**config.mk**
```make
export PLATFORM = sky130hd
export DESIGN_NAME = cksum_crc32_length_appended
export DESIGN_NICKNAME = d
export VERILOG_FILES = /design/src/cksum_pkg.sv /design/src/cksum_front.sv /design/src/cksum_back.sv /design/src/cksum_crc32_length_appended.sv
export SDC_FILE = /design/constraint.sdc
export NUM_CORES = 1
export LEC_CHECK = 0
export ABC_AREA = 1
export BUFFER_PORTS_ARGS = -buffer_cell sky130_fd_sc_hd__buf_4
export CAP_MARGIN = 20
export CORE_AREA = 4 4 155 157
export DETAILED_ROUTE_END_ITERATION = 10
export DIE_AREA = 0 0 159 161
export SYNTH_ARGS = -nofsm -noshare
export SYNTH_HDL_FRONTEND = slang
export SYNTH_SLANG_ARGS = --single-unit
```
**constraint.sdc**
```tcl
create_clock -name clk -period 3.3 [get_ports clk]
set_input_delay 0.66 -clock clk [delete_from_list [all_inputs] [get_ports clk]]
set_output_delay 0.66 -clock clk [all_outputs]
set_load 0.03 [all_outputs]
```
**src/cksum_pkg.sv**
```systemverilog
// Shared types, constants and the CRC byte step for the cksum block.
// No dependencies.
package cksum_pkg;

  localparam int unsigned LENGTH_BITS_DEF = 32;
  localparam logic [31:0] CRC_POLY        = 32'h04C1_1DB7;
  localparam int unsigned Q_DEPTH         = 2;
  localparam int unsigned Q_AW            = 1;

  localparam logic OP_ABSORB = 1'b0;
  localparam logic OP_FINISH = 1'b1;

  typedef struct packed {
    logic       is_finish;
    logic [7:0] data;
  } item_t;

  typedef struct packed {
    logic  valid;
    item_t item;
  } queue_t;

  typedef enum logic {
    ST_RUN,
    ST_LEN
  } state_t;

  function automatic logic [31:0] crc_byte(input logic [31:0] crc_in, input logic [7:0] b);
    logic [31:0] c;
    c = crc_in ^ {b, 24'd0};
    for (int k = 0; k < 8; k++) begin
      if (c[31]) begin
        c = {c[30:0], 1'b0} ^ CRC_POLY;
      end else begin
        c = {c[30:0], 1'b0};
      end
    end
    return c;
  endfunction

endpackage

```
**src/cksum_front.sv**
```systemverilog
// Front end: accepts requests, classifies them and holds them in a short queue.
// Depends on cksum_pkg.
module cksum_front (
  input  logic               clk,
  input  logic               rst,
  input  logic               item_valid,
  output logic               item_ready,
  input  logic               op,
  input  logic [7:0]         data_byte,
  output cksum_pkg::queue_t  q,
  input  logic               q_pop
);

  cksum_pkg::item_t              entries [cksum_pkg::Q_DEPTH];
  logic [cksum_pkg::Q_AW-1:0]    wr_ptr;
  logic [cksum_pkg::Q_AW-1:0]    rd_ptr;
  logic [cksum_pkg::Q_AW:0]      count;
  logic                          push;
  logic                          pop;
  cksum_pkg::item_t              classified;

  assign item_ready = (count != (cksum_pkg::Q_AW+1)'(cksum_pkg::Q_DEPTH));
  assign push       = item_valid && item_ready;
  assign pop        = q_pop && q.valid;

  always_comb begin
    classified.is_finish = (op == cksum_pkg::OP_FINISH);
    classified.data      = data_byte;
  end

  assign q.valid = (count != '0);
  assign q.item  = entries[rd_ptr];

  always_ff @(posedge clk) begin
    if (rst) begin
      wr_ptr <= '0;
      rd_ptr <= '0;
      count  <= '0;
    end else begin
      if (push) begin
        wr_ptr <= wr_ptr + 1'b1;
      end
      if (pop) begin
        rd_ptr <= rd_ptr + 1'b1;
      end
      if (push && !pop) begin
        count <= count + 1'b1;
      end else if (pop && !push) begin
        count <= count - 1'b1;
      end
    end
  end

  always_ff @(posedge clk) begin
    if (push) begin
      entries[wr_ptr] <= classified;
    end
  end

endmodule

```
**src/cksum_back.sv**
```systemverilog
// Back end: CRC and length counter, length-append sequencer and result register.
// Depends on cksum_pkg.
module cksum_back #(
  parameter int unsigned LENGTH_BITS = cksum_pkg::LENGTH_BITS_DEF
) (
  input  logic               clk,
  input  logic               rst,
  input  cksum_pkg::queue_t  q,
  output logic               q_pop,
  output logic               result_valid,
  input  logic               result_ready,
  output logic [31:0]        checksum,
  output logic [31:0]        byte_count,
  output logic               count_overflow
);

  cksum_pkg::state_t        state;
  cksum_pkg::state_t        state_next;
  logic [31:0]              crc;
  logic [LENGTH_BITS-1:0]   len;
  logic [LENGTH_BITS-1:0]   rest;
  logic                     sat;
  logic                     out_free;
  logic                     out_load;
  logic                     len_step;
  logic [LENGTH_BITS+31:0]  len_ext;

  assign out_free = !result_valid || result_ready;
  assign len_ext  = {32'd0, len};

  always_comb begin
    state_next = state;
    unique case (state)
      cksum_pkg::ST_RUN: begin
        if (q.valid && q.item.is_finish) begin
          state_next = cksum_pkg::ST_LEN;
        end
      end
      cksum_pkg::ST_LEN: begin
        if ((rest == '0) && out_free) begin
          state_next = cksum_pkg::ST_RUN;
        end
      end
      default: state_next = cksum_pkg::ST_RUN;
    endcase
  end

  always_comb begin
    q_pop    = 1'b0;
    len_step = 1'b0;
    out_load = 1'b0;
    unique case (state)
      cksum_pkg::ST_RUN: q_pop = q.valid;
      cksum_pkg::ST_LEN: begin
        len_step = (rest != '0);
        out_load = (rest == '0) && out_free;
      end
      default: ;
    endcase
  end

  always_ff @(posedge clk) begin
    if (rst) begin
      state        <= cksum_pkg::ST_RUN;
      crc          <= '0;
      len          <= '0;
      sat          <= 1'b0;
      result_valid <= 1'b0;
    end else begin
      state <= state_next;
      if (result_valid && result_ready && !out_load) begin
        result_valid <= 1'b0;
      end
      if (q_pop && !q.item.is_finish) begin
        crc <= cksum_pkg::crc_byte(crc, q.item.data);
        if (len == '1) begin
          sat <= 1'b1;
        end else begin
          len <= len + 1'b1;
        end
      end
      if (len_step) begin
        crc <= cksum_pkg::crc_byte(crc, rest[7:0]);
      end
      if (out_load) begin
        result_valid <= 1'b1;
        crc          <= '0;
        len          <= '0;
        sat          <= 1'b0;
      end
    end
  end

  always_ff @(posedge clk) begin
    if (q_pop && q.item.is_finish) begin
      rest <= len;
    end else if (len_step) begin
      rest <= rest >> 8;
    end
    if (out_load) begin
      checksum       <= ~crc;
      byte_count     <= len_ext[31:0];
      count_overflow <= sat;
    end
  end

endmodule

```
**src/cksum_crc32_length_appended.sv**
```systemverilog
// POSIX cksum engine: CRC-32 (poly 04C11DB7, zero start) over the data bytes, then the
// byte count appended low byte first up to its highest nonzero byte, result complemented.
// Data bytes stream at one per cycle while the back end is not finishing a message. A
// finish request holds the back end for n CRC byte steps, n being the number of significant
// count bytes (at most LENGTH_BITS/8), one CRC byte step per cycle, and then until the
// previous checksum has left the result register. A two-entry queue separates
// the input from the CRC unit, and the result register lets the next message start while
// a checksum is still waiting. Depends on cksum_pkg, cksum_front and cksum_back.
module cksum_crc32_length_appended #(
  parameter int unsigned LENGTH_BITS = cksum_pkg::LENGTH_BITS_DEF
) (
  input  logic        clk,
  input  logic        rst,
  input  logic        item_valid,
  output logic        item_ready,
  input  logic        op,
  input  logic [7:0]  data_byte,
  output logic        result_valid,
  input  logic        result_ready,
  output logic [31:0] checksum,
  output logic [31:0] byte_count,
  output logic        count_overflow
);

  cksum_pkg::queue_t q;
  logic              q_pop;

  cksum_front u_front (
    .clk        (clk),
    .rst        (rst),
    .item_valid (item_valid),
    .item_ready (item_ready),
    .op         (op),
    .data_byte  (data_byte),
    .q          (q),
    .q_pop      (q_pop)
  );

  cksum_back #(
    .LENGTH_BITS (LENGTH_BITS)
  ) u_back (
    .clk            (clk),
    .rst            (rst),
    .q              (q),
    .q_pop          (q_pop),
    .result_valid   (result_valid),
    .result_ready   (result_ready),
    .checksum       (checksum),
    .byte_count     (byte_count),
    .count_overflow (count_overflow)
  );

endmodule

```
==> results_dict.tcl, run 1 <==
set metrics [dict create \
    status "completed" \
    power.leakage_nw 4.70 \
    viasPerCell 5.15 \
    crit_buf_inv 3 \
    cts_tree "done" \
    synth_top_area_share_pct 34.3 \
    hold_path_class "in -> reg" \
    rows 55 \
    synthCells 1204 \
    fp.coreArea_um2 22500 \
    synth_top_cell_by_area "edfxtp_1" \
    cts_hold_buf 0 \
    final.period_utilization_pct 76.8 \
    ctsResizeCount 0 \
    hold_viol 0 \
    cap_violations 0 \
    ys_seq_area_share_pct 48.6 \
    initial_core_util_pct 44.8 \
    p_total_mw 12.2 \
    ant_nets 0 \
    syn-num-nets 1219 \
    critPathCaptureType "register" \
    synthToLayoutAreaGrowth_pct 14.5 \
    ys_ff_latch 187 \
    clkSlewWorstSetupHoldPaths_ps 80 \
    h-tree-depth 4 \
    critical_path.max_stage_delay_ps 700 \
    diodes 0 \
    synth_area_um2 10100 \
    cts_root_buf "clkbuf_16" \
    setup-tns-final_ps 0 \
    drc 0 \
    grt_start_max_net_pins 66 \
    gp_congestion 0.907 \
    die_y_um 161 \
    crit_chain "mux2i_1 > inv_1 > nor2_4 > inv_2 > nand2_2 > clkinv_1 > nor2_1 > a31oi_1" \
    dieArea_um2 25600 \
    synth_enable_flop_cells 115 \
    placed_cell_area_um2 10900 \
    maxSlewHeadroom_pct 46.1 \
    fin_cells 1578 \
    final_nets 1295 \
    cp-start-kind "register" \
    hp-start "rst" \
    syn_avg_cell_area_um2 8.36 \
    layout_setup_ws_ps 765 \
    ys_top_cells_by_count "322 x nand2_1, 120 x inv_1, 115 x edfxtp_1" \
    final_core_util_pct 51.2 \
    peakVddDrop_uv 443 \
    hpwl_um 19100 \
    vias 8132 \
    netlist_top_cells_area "edfxtp_1 34%, dfxtp_1 14%, nand2_1 12%, xor2_1 6.1%, inv_1 4.5%" \
    fin_skew_ps 11.2 \
    cts_made_buffers 17 \
    drt_pre_antenna_iters 5 \
    clock.fmax_mhz 394 \
    synth_most_common_cell "nand2_1" \
    fillers 2156 \
    die_width_um 159 \
    drt-total-wl_um 26200 \
    portBuffers 79 \
    min_period_ps 2540 \
    grt_first_pass_wirelength_um 41500 \
    antenna_found_initial 0 \
    worst_pin_slew_ps 806 \
    criticalPathCategory "reg -> reg" \
    drive_above_1_share_pct 16.6 \
    cts_buffer_depth 2 \
    drv_slew 0 \
    critPathSlowestCell "dfxtp_1" \
    drtIter0Drc 519 \
    wl_per_cell_um 16.6 \
    synth.distinct_cells 50 \
    power.density_nw_per_um2 1050 \
    grt_usage_pct 20.5 \
    dp.cells 1546 \
    overflow 0 \
    fin_area_um2 11500 \
    arrival_ps 2860 \
    grt_pass1_vias 7860 \
    crit_family "simple AND/OR/NAND/NOR gates" \
    io_pins 80 \
    clock_sinks 187 \
    setup_viol 0 \
    worstPathMaxFanout 23 \
    post_cts_buffers 0 \
    synthFlopType "edfxtp_1" \
    yosys_warnings 0 \
    cp.required_ps 3630 \
    dp_slack_ps 747 \
    rsz0062_at_grt "no" \
    async_flop_share_pct 0 \
    hold_ws_ps 377 \
    clkLatencyLatePin_ps 450 \
]
-- path summary, 6_finish.rpt --
check                                                   endpoint  depth (start not counted)  slack [ps]
worst min-delay path            u_back.result_valid$_SDFFE_PP0P_                          2         380
worst max register to register       u_back.crc[26]$_SDFFE_PP0P_                          8         760
worst min register to register   u_back.byte_count[15]$_DFFE_PP_                          0         450
worst max-delay path                 u_back.crc[26]$_SDFFE_PP0P_                          8         760
-- layout by cell type (no fill, tap or decap), types with 2 or more instances in the layout --
cell and instances:
xnor2_1 15, a21oi_1 56, inv_8 2, dfxtp_1 72
ha_1 2, nand2_2 37, edfxtp_1 115, or2_1 3
o21ai_0 73, inv_1 119, nand2_1 322, clkinv_2 2
o21a_1 2, nand3_2 9, clkbuf_16 17, o211ai_1 5
clkinv_8 4, nand3b_1 4, nor3b_1 3, nand4_1 9
inv_2 17, nor2_1 79, inv_6 5, nor2_2 4
o21ai_1 10, nor4_1 3, mux2_2 2, buf_12 2
a21oi_2 2, nand2_4 7, nand3_1 79, xor2_1 70
a31oi_1 11, nor3_1 21, buf_4 88, xor2_2 4
nor2_4 3
-- area by class of cell --
cell class / count / area, um^2 / area share (%)
clock buffer: 17 / 425 / 3.69
clock inverter: 15 / 179 / 1.55
inverter: 138 / 520 / 4.51
multi-input combinational: 846 / 4450 / 38.6
sequential: 187 / 4890 / 42.5
tap: 285 / 357 / 3.09
timing repair buffer: 90 / 701 / 6.08
-- registers in the layout, summed over array words and instances, names as in the netlist, 2 cells and up, named ones only --
| register | count |
|---|---|
| u_back.byte_count | 32 |
| u_back.checksum | 32 |
| u_back.crc | 32 |
| u_back.len | 32 |
| u_back.rest | 32 |
| u_front.count | 2 |
| u_front.entries | 18 |
-- per-layer routing --
| layer | global-route usage [%] | vias to the layer above | share of wire, % | routed length, um |
|---|---|---|---|---|
| met5 | 0 | - | 0 | 0 |
| met1 | 23.9 | 3803 | 42 | 10900 |
| li1 | - | 4075 | - | - |
| met4 | 8.17 | 0 | 3.2 | 829 |
| met3 | 3.37 | 52 | 4.1 | 1080 |
| met2 | 37.5 | 202 | 51 | 13400 |
-- report_power, final --
group	internal [mW]	switching [mW]	total [mW]
sequential	3.04	0.380	3.42
combinational	2.19	4.44	6.63
clock	1.09	1.02	2.11
-- worst reg2reg max path, stage by stage (launching register included) --
cell      delay, ps
dfxtp_1         700
mux2i_1         240
inv_1            90
nor2_4          170
inv_2           110
nand2_2         380
clkinv_1        420
nor2_1          200
a31oi_1          90
-- cell families after synthesis --
group,synth area share (%)
simple gates,26.3
flops,48.6
buf+inv,7.22
compound gates,8.61
xor+xnor,8.75
mux,0.323
fa+ha+maj,0.248
Power figures use the tool's default switching activity.
==> inputs of run 2 (changes only) <==
--- a/config.mk
+++ b/config.mk
@@ -5,12 +5,12 @@
 export SDC_FILE = /design/constraint.sdc
 export NUM_CORES = 1
 export LEC_CHECK = 0
-export ABC_AREA = 1
+export ABC_AREA = 0
 export BUFFER_PORTS_ARGS = -buffer_cell sky130_fd_sc_hd__buf_4
 export CAP_MARGIN = 20
-export CORE_AREA = 4 4 155 157
+export CORE_AREA = 4 4 147 149
 export DETAILED_ROUTE_END_ITERATION = 10
-export DIE_AREA = 0 0 159 161
+export DIE_AREA = 0 0 151 153
 export SYNTH_ARGS = -nofsm -noshare
 export SYNTH_HDL_FRONTEND = slang
 export SYNTH_SLANG_ARGS = --single-unit
==> constraint.sdc (replaced) <==
create_clock -name clk -period 2.3 [get_ports clk]
set_input_delay 0.46 -clock clk [delete_from_list [all_inputs] [get_ports clk]]
set_output_delay 0.46 -clock clk [all_outputs]
set_load 0.03 [all_outputs]
==> run 2 against run 1 <==
Routed wire length down 16%. Via count down 24%. Sequential cell count did not move. Synthesized cell count fell by 39%. Non-clock buffer count is 65 higher. Clock skew about the same. Clock-buffer cell count increased by 2. Combinational power increased by 63%. Critical endpoint is now u_back.checksum[21]$_DFFE_PP_. Final cell count shrank 26%. Register-to-register slack worse by 680 ps. Global-route usage fell by 0.94 points.
==> results_dict.tcl, run 2 <==
set metrics [dict create \
    initial_core_util_pct 44.7 \
    syn-num-nets 754 \
    grt_pass1_vias 6038 \
    cts_buffer_depth 2 \
    die_width_um 151 \
    clkLatencyLatePin_ps 430 \
    ys_seq_area_share_pct 54.3 \
    clock_sinks 187 \
    power.density_nw_per_um2 1660 \
    final_nets 907 \
    drtIter0Drc 518 \
    drive_above_1_share_pct 30.1 \
    grt.busiest_layer "met2" \
    h-tree-depth 4 \
    critPathSlowestCell "edfxtp_1" \
    rr_worst_depth 6 \
    grt_first_pass_wirelength_um 34500 \
    criticalPathCategory "reg -> reg" \
    arrival_ps 2350 \
    maxSlewHeadroom_pct 61.5 \
    cp.required_ps 2430 \
    setup_viol 0 \
    use_met1_pct 28.7 \
    ys_top_cells_by_count "115 x edfxtp_1, 104 x xnor2_1, 72 x dfxtp_1" \
    synth_enable_flop_cells 115 \
    hpwl_um 16400 \
    hold_path_class "in -> reg" \
    drt-total-wl_um 22100 \
    status "completed" \
    layout_setup_ws_ps 80.0 \
    clock.fmax_mhz 450 \
    viasPerCell 5.27 \
    cp-start-kind "register" \
    cts_tree "done" \
    portBuffers 79 \
    wl_per_cell_um 18.8 \
    grt_start_max_net_pins 37 \
    fillers 1731 \
    hold_viol 0 \
    synth_most_common_cell "edfxtp_1" \
    worstPathMaxFanout 14 \
    synthToLayoutAreaGrowth_pct 25.2 \
    ys_ff_latch 187 \
    dp_slack_ps -88.9 \
    cap_violations 0 \
    synth.distinct_cells 57 \
    yosys_warnings 0 \
    drt_pre_antenna_iters 5 \
    dieArea_um2 23100 \
    fp.coreArea_um2 20200 \
    hold_ws_ps 205 \
    drc 0 \
    synth_top_cell_by_area "edfxtp_1" \
    critical_path.max_stage_delay_ps 420 \
    gp_congestion 0.877 \
    async_flop_share_pct 0 \
    fin_skew_ps 10.9 \
    synth_top_area_share_pct 38.3 \
    overflow 0 \
    vias 6187 \
    crit_chain "nor4_2 > nand4_1 > buf_4 > nor4_4 > buf_4 > buf_4" \
    die_y_um 153 \
    ant_nets 0 \
    grtUsageMet3_pct 4.12 \
    use_met2_pct 29.4 \
    rsz0062_at_grt "yes" \
    netlist_top_cells_area "edfxtp_1 38%, dfxtp_1 16%, xnor2_1 10%, mux2_2 3.1%, xor2_1 2.7%" \
    io_pins 80 \
    critPathCaptureType "register" \
    p_total_mw 18.8 \
    rows 52 \
    cts_root_buf "clkbuf_16" \
    critPathMostFrequentCell "buf_4" \
    antenna_found_initial 0 \
    synth_area_um2 9020 \
    hold_path_depth 1 \
    clkSlewWorstSetupHoldPaths_ps 70 \
    cts_made_buffers 17 \
    synthCells 739 \
    cts_hold_buf 0 \
    synthFlopType "edfxtp_1" \
    grt_usage_pct 19.5 \
    syn_avg_cell_area_um2 12.2 \
    min_period_ps 2220 \
    drv_slew 0 \
    power.leakage_nw 4.00 \
    diodes 0 \
    peakVddDrop_uv 882 \
    final.period_utilization_pct 96.5 \
    mostFrequentLayoutCells "149 x buf_4, 115 x edfxtp_1, 102 x xnor2_1, 72 x dfxtp_1, 49 x nor2_1" \
    final_common_cell "buf_4" \
    worst_pin_slew_ps 573 \
]
## run 2: changes by cell type in the layout (fill, tap and decap cells not counted), moves of 23 or more
cell	previous run	this run
inv_1	119	40
xor2_1	70	28
nand2_1	322	37
nand2_2	37	1
o21ai_0	73	12
nor2_1	79	49
nand3_1	79	14
buf_4	88	149
xnor2_1	15	102
mux2_2	2	25
## run 2: critical path, delay by kind of cell (launching register included)
family | cells | cell delay (ps)
DFF | 1 | 420
buffers and inverters | 3 | 610
and+or+nand+nor | 3 | 890
## run 2: final timing paths
kind / from / to / slack [ps]
worst max register to register: u_back.rest[20]$_DFFE_PP_ / u_back.checksum[21]$_DFFE_PP_ / 80
worst min-delay path: data_byte[1] / u_front.entries[0][1]$_DFFE_PP_ / 210
worst max-delay path: u_back.rest[20]$_DFFE_PP_ / u_back.checksum[21]$_DFFE_PP_ / 80
worst min register to register: u_back.sat$_SDFFE_PP0P_ / u_back.count_overflow$_DFFE_PP_ / 430
## run 2: layout make-up
class	count	area (um^2)	area share (%)
clock inverters	13	164	1.45
well taps	270	338	2.99
flip-flops and latches	187	4890	43.4
multi-input cells	491	4050	35.9
inverters	40	150	1.33
repair buffers	155	1250	11.0
clock buffers	19	443	3.92
## run 2: routing by layer
layer,vias up,wire (um)
li1,2946,-
met1,3032,10300
met2,187,10100
met3,22,1450
met4,0,259
met5,-,0
## run 2: repair_timing
action	CTS	global route
setup buffers	1	3
endpoints found under the setup margin	114	112
resized for setup	3	11
pin swaps	2	3
## run 2: where the power goes
part | switching [mW] | internal [mW]
Sequential | 0.527 | 4.35
Clock | 1.31 | 1.75
Combinational | 5.42 | 5.39
Total | 7.26 | 11.5
## run 2: per-stage QoR
stage | util, % | std cells | area, um^2 | TNS (ps)
floorplan | - | 739 | 9130 | -232740
global placement | 52.2 | 1138 | 10500 | 0
detailed placement | 52.2 | 1138 | 10500 | -5550
CTS | 55.3 | 1171 | 11200 | 0
global route | 56.0 | 1175 | 11300 | 0
finish | 56.0 | 1175 | 11300 | 0
## run 2: cell families after synthesis
logic type	Yosys count	synth area share (%)
buffers and inverters	61	2.65
and+or+nand+nor	179	10.1
AOI/OAI and AO/OA	110	7.66
adders and majority gates	2	0.277
muxes	35	4.63
xor gates and xnor gates	165	20.4
DFF	187	54.3
==> inputs of run 3 (changes only) <==
--- a/config.mk
+++ b/config.mk
@@ -9,8 +9,10 @@
 export BUFFER_PORTS_ARGS = -buffer_cell sky130_fd_sc_hd__buf_4
 export CAP_MARGIN = 20
 export CORE_AREA = 4 4 147 149
+export CTS_CLUSTER_DIAMETER = 30
 export DETAILED_ROUTE_END_ITERATION = 10
 export DIE_AREA = 0 0 151 153
+export REMOVE_ABC_BUFFERS = 1
 export SYNTH_ARGS = -nofsm -noshare
 export SYNTH_HDL_FRONTEND = slang
 export SYNTH_SLANG_ARGS = --single-unit
==> run 3 against run 2 <==
Total power is 1.0% lower. Clock-buffer cell count decreased by 2. Sequential share of layout area increased by 0.64 points. Register-to-register slack barely moved. Utilization is 0.80 points lower. Routed wire length barely moved. Clock skew is 0.70 ps lower. Sequential power is essentially flat. Highest routed layer unchanged.
==> results_dict.tcl, run 3 (synthesized netlist as in run 2, its figures left out) <==
set metrics [dict create \
    fin_skew_ps 10.2 \
    rr_worst_depth 6 \
    cts_buffer_depth 2 \
    switchingPower_mw 7.23 \
    criticalPathCategory "reg -> reg" \
    drt-total-wl_um 22100 \
    hold_ws_ps 214 \
    worstPathMaxFanout 5 \
    grt_pass1_vias 6159 \
    final.period_utilization_pct 96.0 \
    rows 52 \
    p_comb_share_pct 58.2 \
    r2r_setup_slack_ps 90 \
    die_y_um 153 \
    mostFrequentLayoutCells "146 x buf_4, 115 x edfxtp_1, 102 x xnor2_1, 71 x dfxtp_1, 50 x nor2_1" \
    critPathCaptureType "register" \
    final_common_cell "buf_4" \
    drv_slew 0 \
    diodes 0 \
    setup-tns-final_ps 0 \
    clkSlewWorstSetupHoldPaths_ps 70 \
    p_int_mw 11.3 \
    die_width_um 151 \
    drtIter0Drc 616 \
    synthToLayoutAreaGrowth_pct 23.4 \
    cts_root_buf "clkbuf_16" \
    hold_viol 0 \
    min_period_ps 2210 \
    status "completed" \
    power.density_nw_per_um2 1670 \
    portBuffers 79 \
    viasPerCell 5.30 \
    ant_nets 0 \
    rr_endpoint "u_back.crc[12]$_SDFFE_PP0P_" \
    setup_viol 0 \
    io_pins 80 \
    cts_hold_buf 0 \
    drt_pre_antenna_iters 6 \
    final_nets 904 \
    peakVddDrop_uv 915 \
    vias 6207 \
    p_total_mw 18.6 \
    grt_first_pass_wirelength_um 34900 \
    maxSlewHeadroom_pct 56.8 \
    arrival_ps 2560 \
    wl_per_cell_um 18.8 \
    critPathLaunch "u_back.crc[31]$_SDFFE_PP0P_" \
    antenna_found_initial 0 \
    endpoint "u_back.crc[12]$_SDFFE_PP0P_" \
    gp_congestion 0.904 \
    grt_start_max_net_pins 38 \
    drc 0 \
    cap_violations 0 \
    worst_pin_slew_ps 647 \
    initial_core_util_pct 44.7 \
    cts_tree "done" \
    final_core_util_pct 55.2 \
    drive_above_1_share_pct 28.5 \
    dieArea_um2 23100 \
    seq_power_share_pct 26.2 \
    hpwl_um 16100 \
    r2r-start "u_back.crc[31]$_SDFFE_PP0P_" \
    layout_setup_ws_ps 92.3 \
    switching_share_pct 38.9 \
    hold_path_class "in -> reg" \
    clkLatencyLatePin_ps 430 \
    clkPwrFrac_pct 15.5 \
    grt_usage_pct 19.5 \
    h-tree-depth 4 \
    cp-start-kind "register" \
    cp.required_ps 2650 \
    power.leakage_nw 3.98 \
    cts_made_buffers 17 \
    clock.fmax_mhz 453 \
    overflow 0 \
    clock_sinks 187 \
    dp_slack_ps -45.8 \
    fp.coreArea_um2 20200 \
]
## run 3: worst min-delay path by stage
stage                                        from                              end  slack [ps]  cells after the start
after floorplan           u_back.sat$_SDFFE_PP0P_  u_back.count_overflow$_DFFE_PP_         410                      0
after global placement    u_back.sat$_SDFFE_PP0P_  u_back.count_overflow$_DFFE_PP_         430                      0
after detailed placement  u_back.sat$_SDFFE_PP0P_  u_back.count_overflow$_DFFE_PP_         420                      0
after CTS                            data_byte[7]  u_front.entries[1][7]$_DFFE_PP_         200                      1
after global routing                 data_byte[7]  u_front.entries[1][7]$_DFFE_PP_         190                      1
final                                data_byte[7]  u_front.entries[1][7]$_DFFE_PP_         210                      1
## run 3: area by class of cell
| cell class | instances | area [um^2] |
|---|---|---|
| multi-input combinational | 491 | 3960 |
| sequential | 187 | 4900 |
| clock inverter | 15 | 150 |
| clock buffer | 17 | 425 |
| inverter | 40 | 150 |
| fill | 1767 | 9040 |
| timing repair buffer | 152 | 1210 |
| tap | 270 | 338 |
## run 3: power groups by stage
stage / sequential [mW] / clock, mW / combinational (mW)
2_1_floorplan: 4.80 / 0 / 7.85
3_3_place_gp: 4.89 / 0 / 10.4
3_5_place_dp: 4.90 / 0 / 10.5
4_1_cts: 4.83 / 2.93 / 10.6
5_1_grt: 4.93 / 3.07 / 11.6
6_report: 4.87 / 2.89 / 10.8
## run 3: routing by layer
layer  vias up  routed length, um  GRT usage [%]
li1       2928                  -              -
met3        19               1350           3.49
met4         0                252           5.40
met5         -                  0              0
met1      3065              10400           29.6
met2       195              10000           28.8
## run 3: through the flow
step | area (um^2) | instances
2_1_floorplan | 8930 | 718
3_3_place_gp | 10400 | 1135
3_5_place_dp | 10400 | 1135
4_1_cts | 11000 | 1167
5_1_grt | 11100 | 1172
6_report | 11100 | 1172
## run 3: worst max-delay path: stages, from the launching register on
cell      delay [ps]
dfxtp_1          620
xor2_4           340
xnor2_1          200
xor2_1           420
xor2_1           210
xnor2_1          110
a211oi_2         210
## run 3: timing repair
| item | 4_1_cts | 5_1_grt |
|---|---|---|
| resized for setup | 3 | 10 |
| endpoints found under the setup margin | 73 | 130 |
| gates cloned | 0 | 0 |
| pin swaps | 1 | 4 |
| buffers inserted | 0 | 5 |
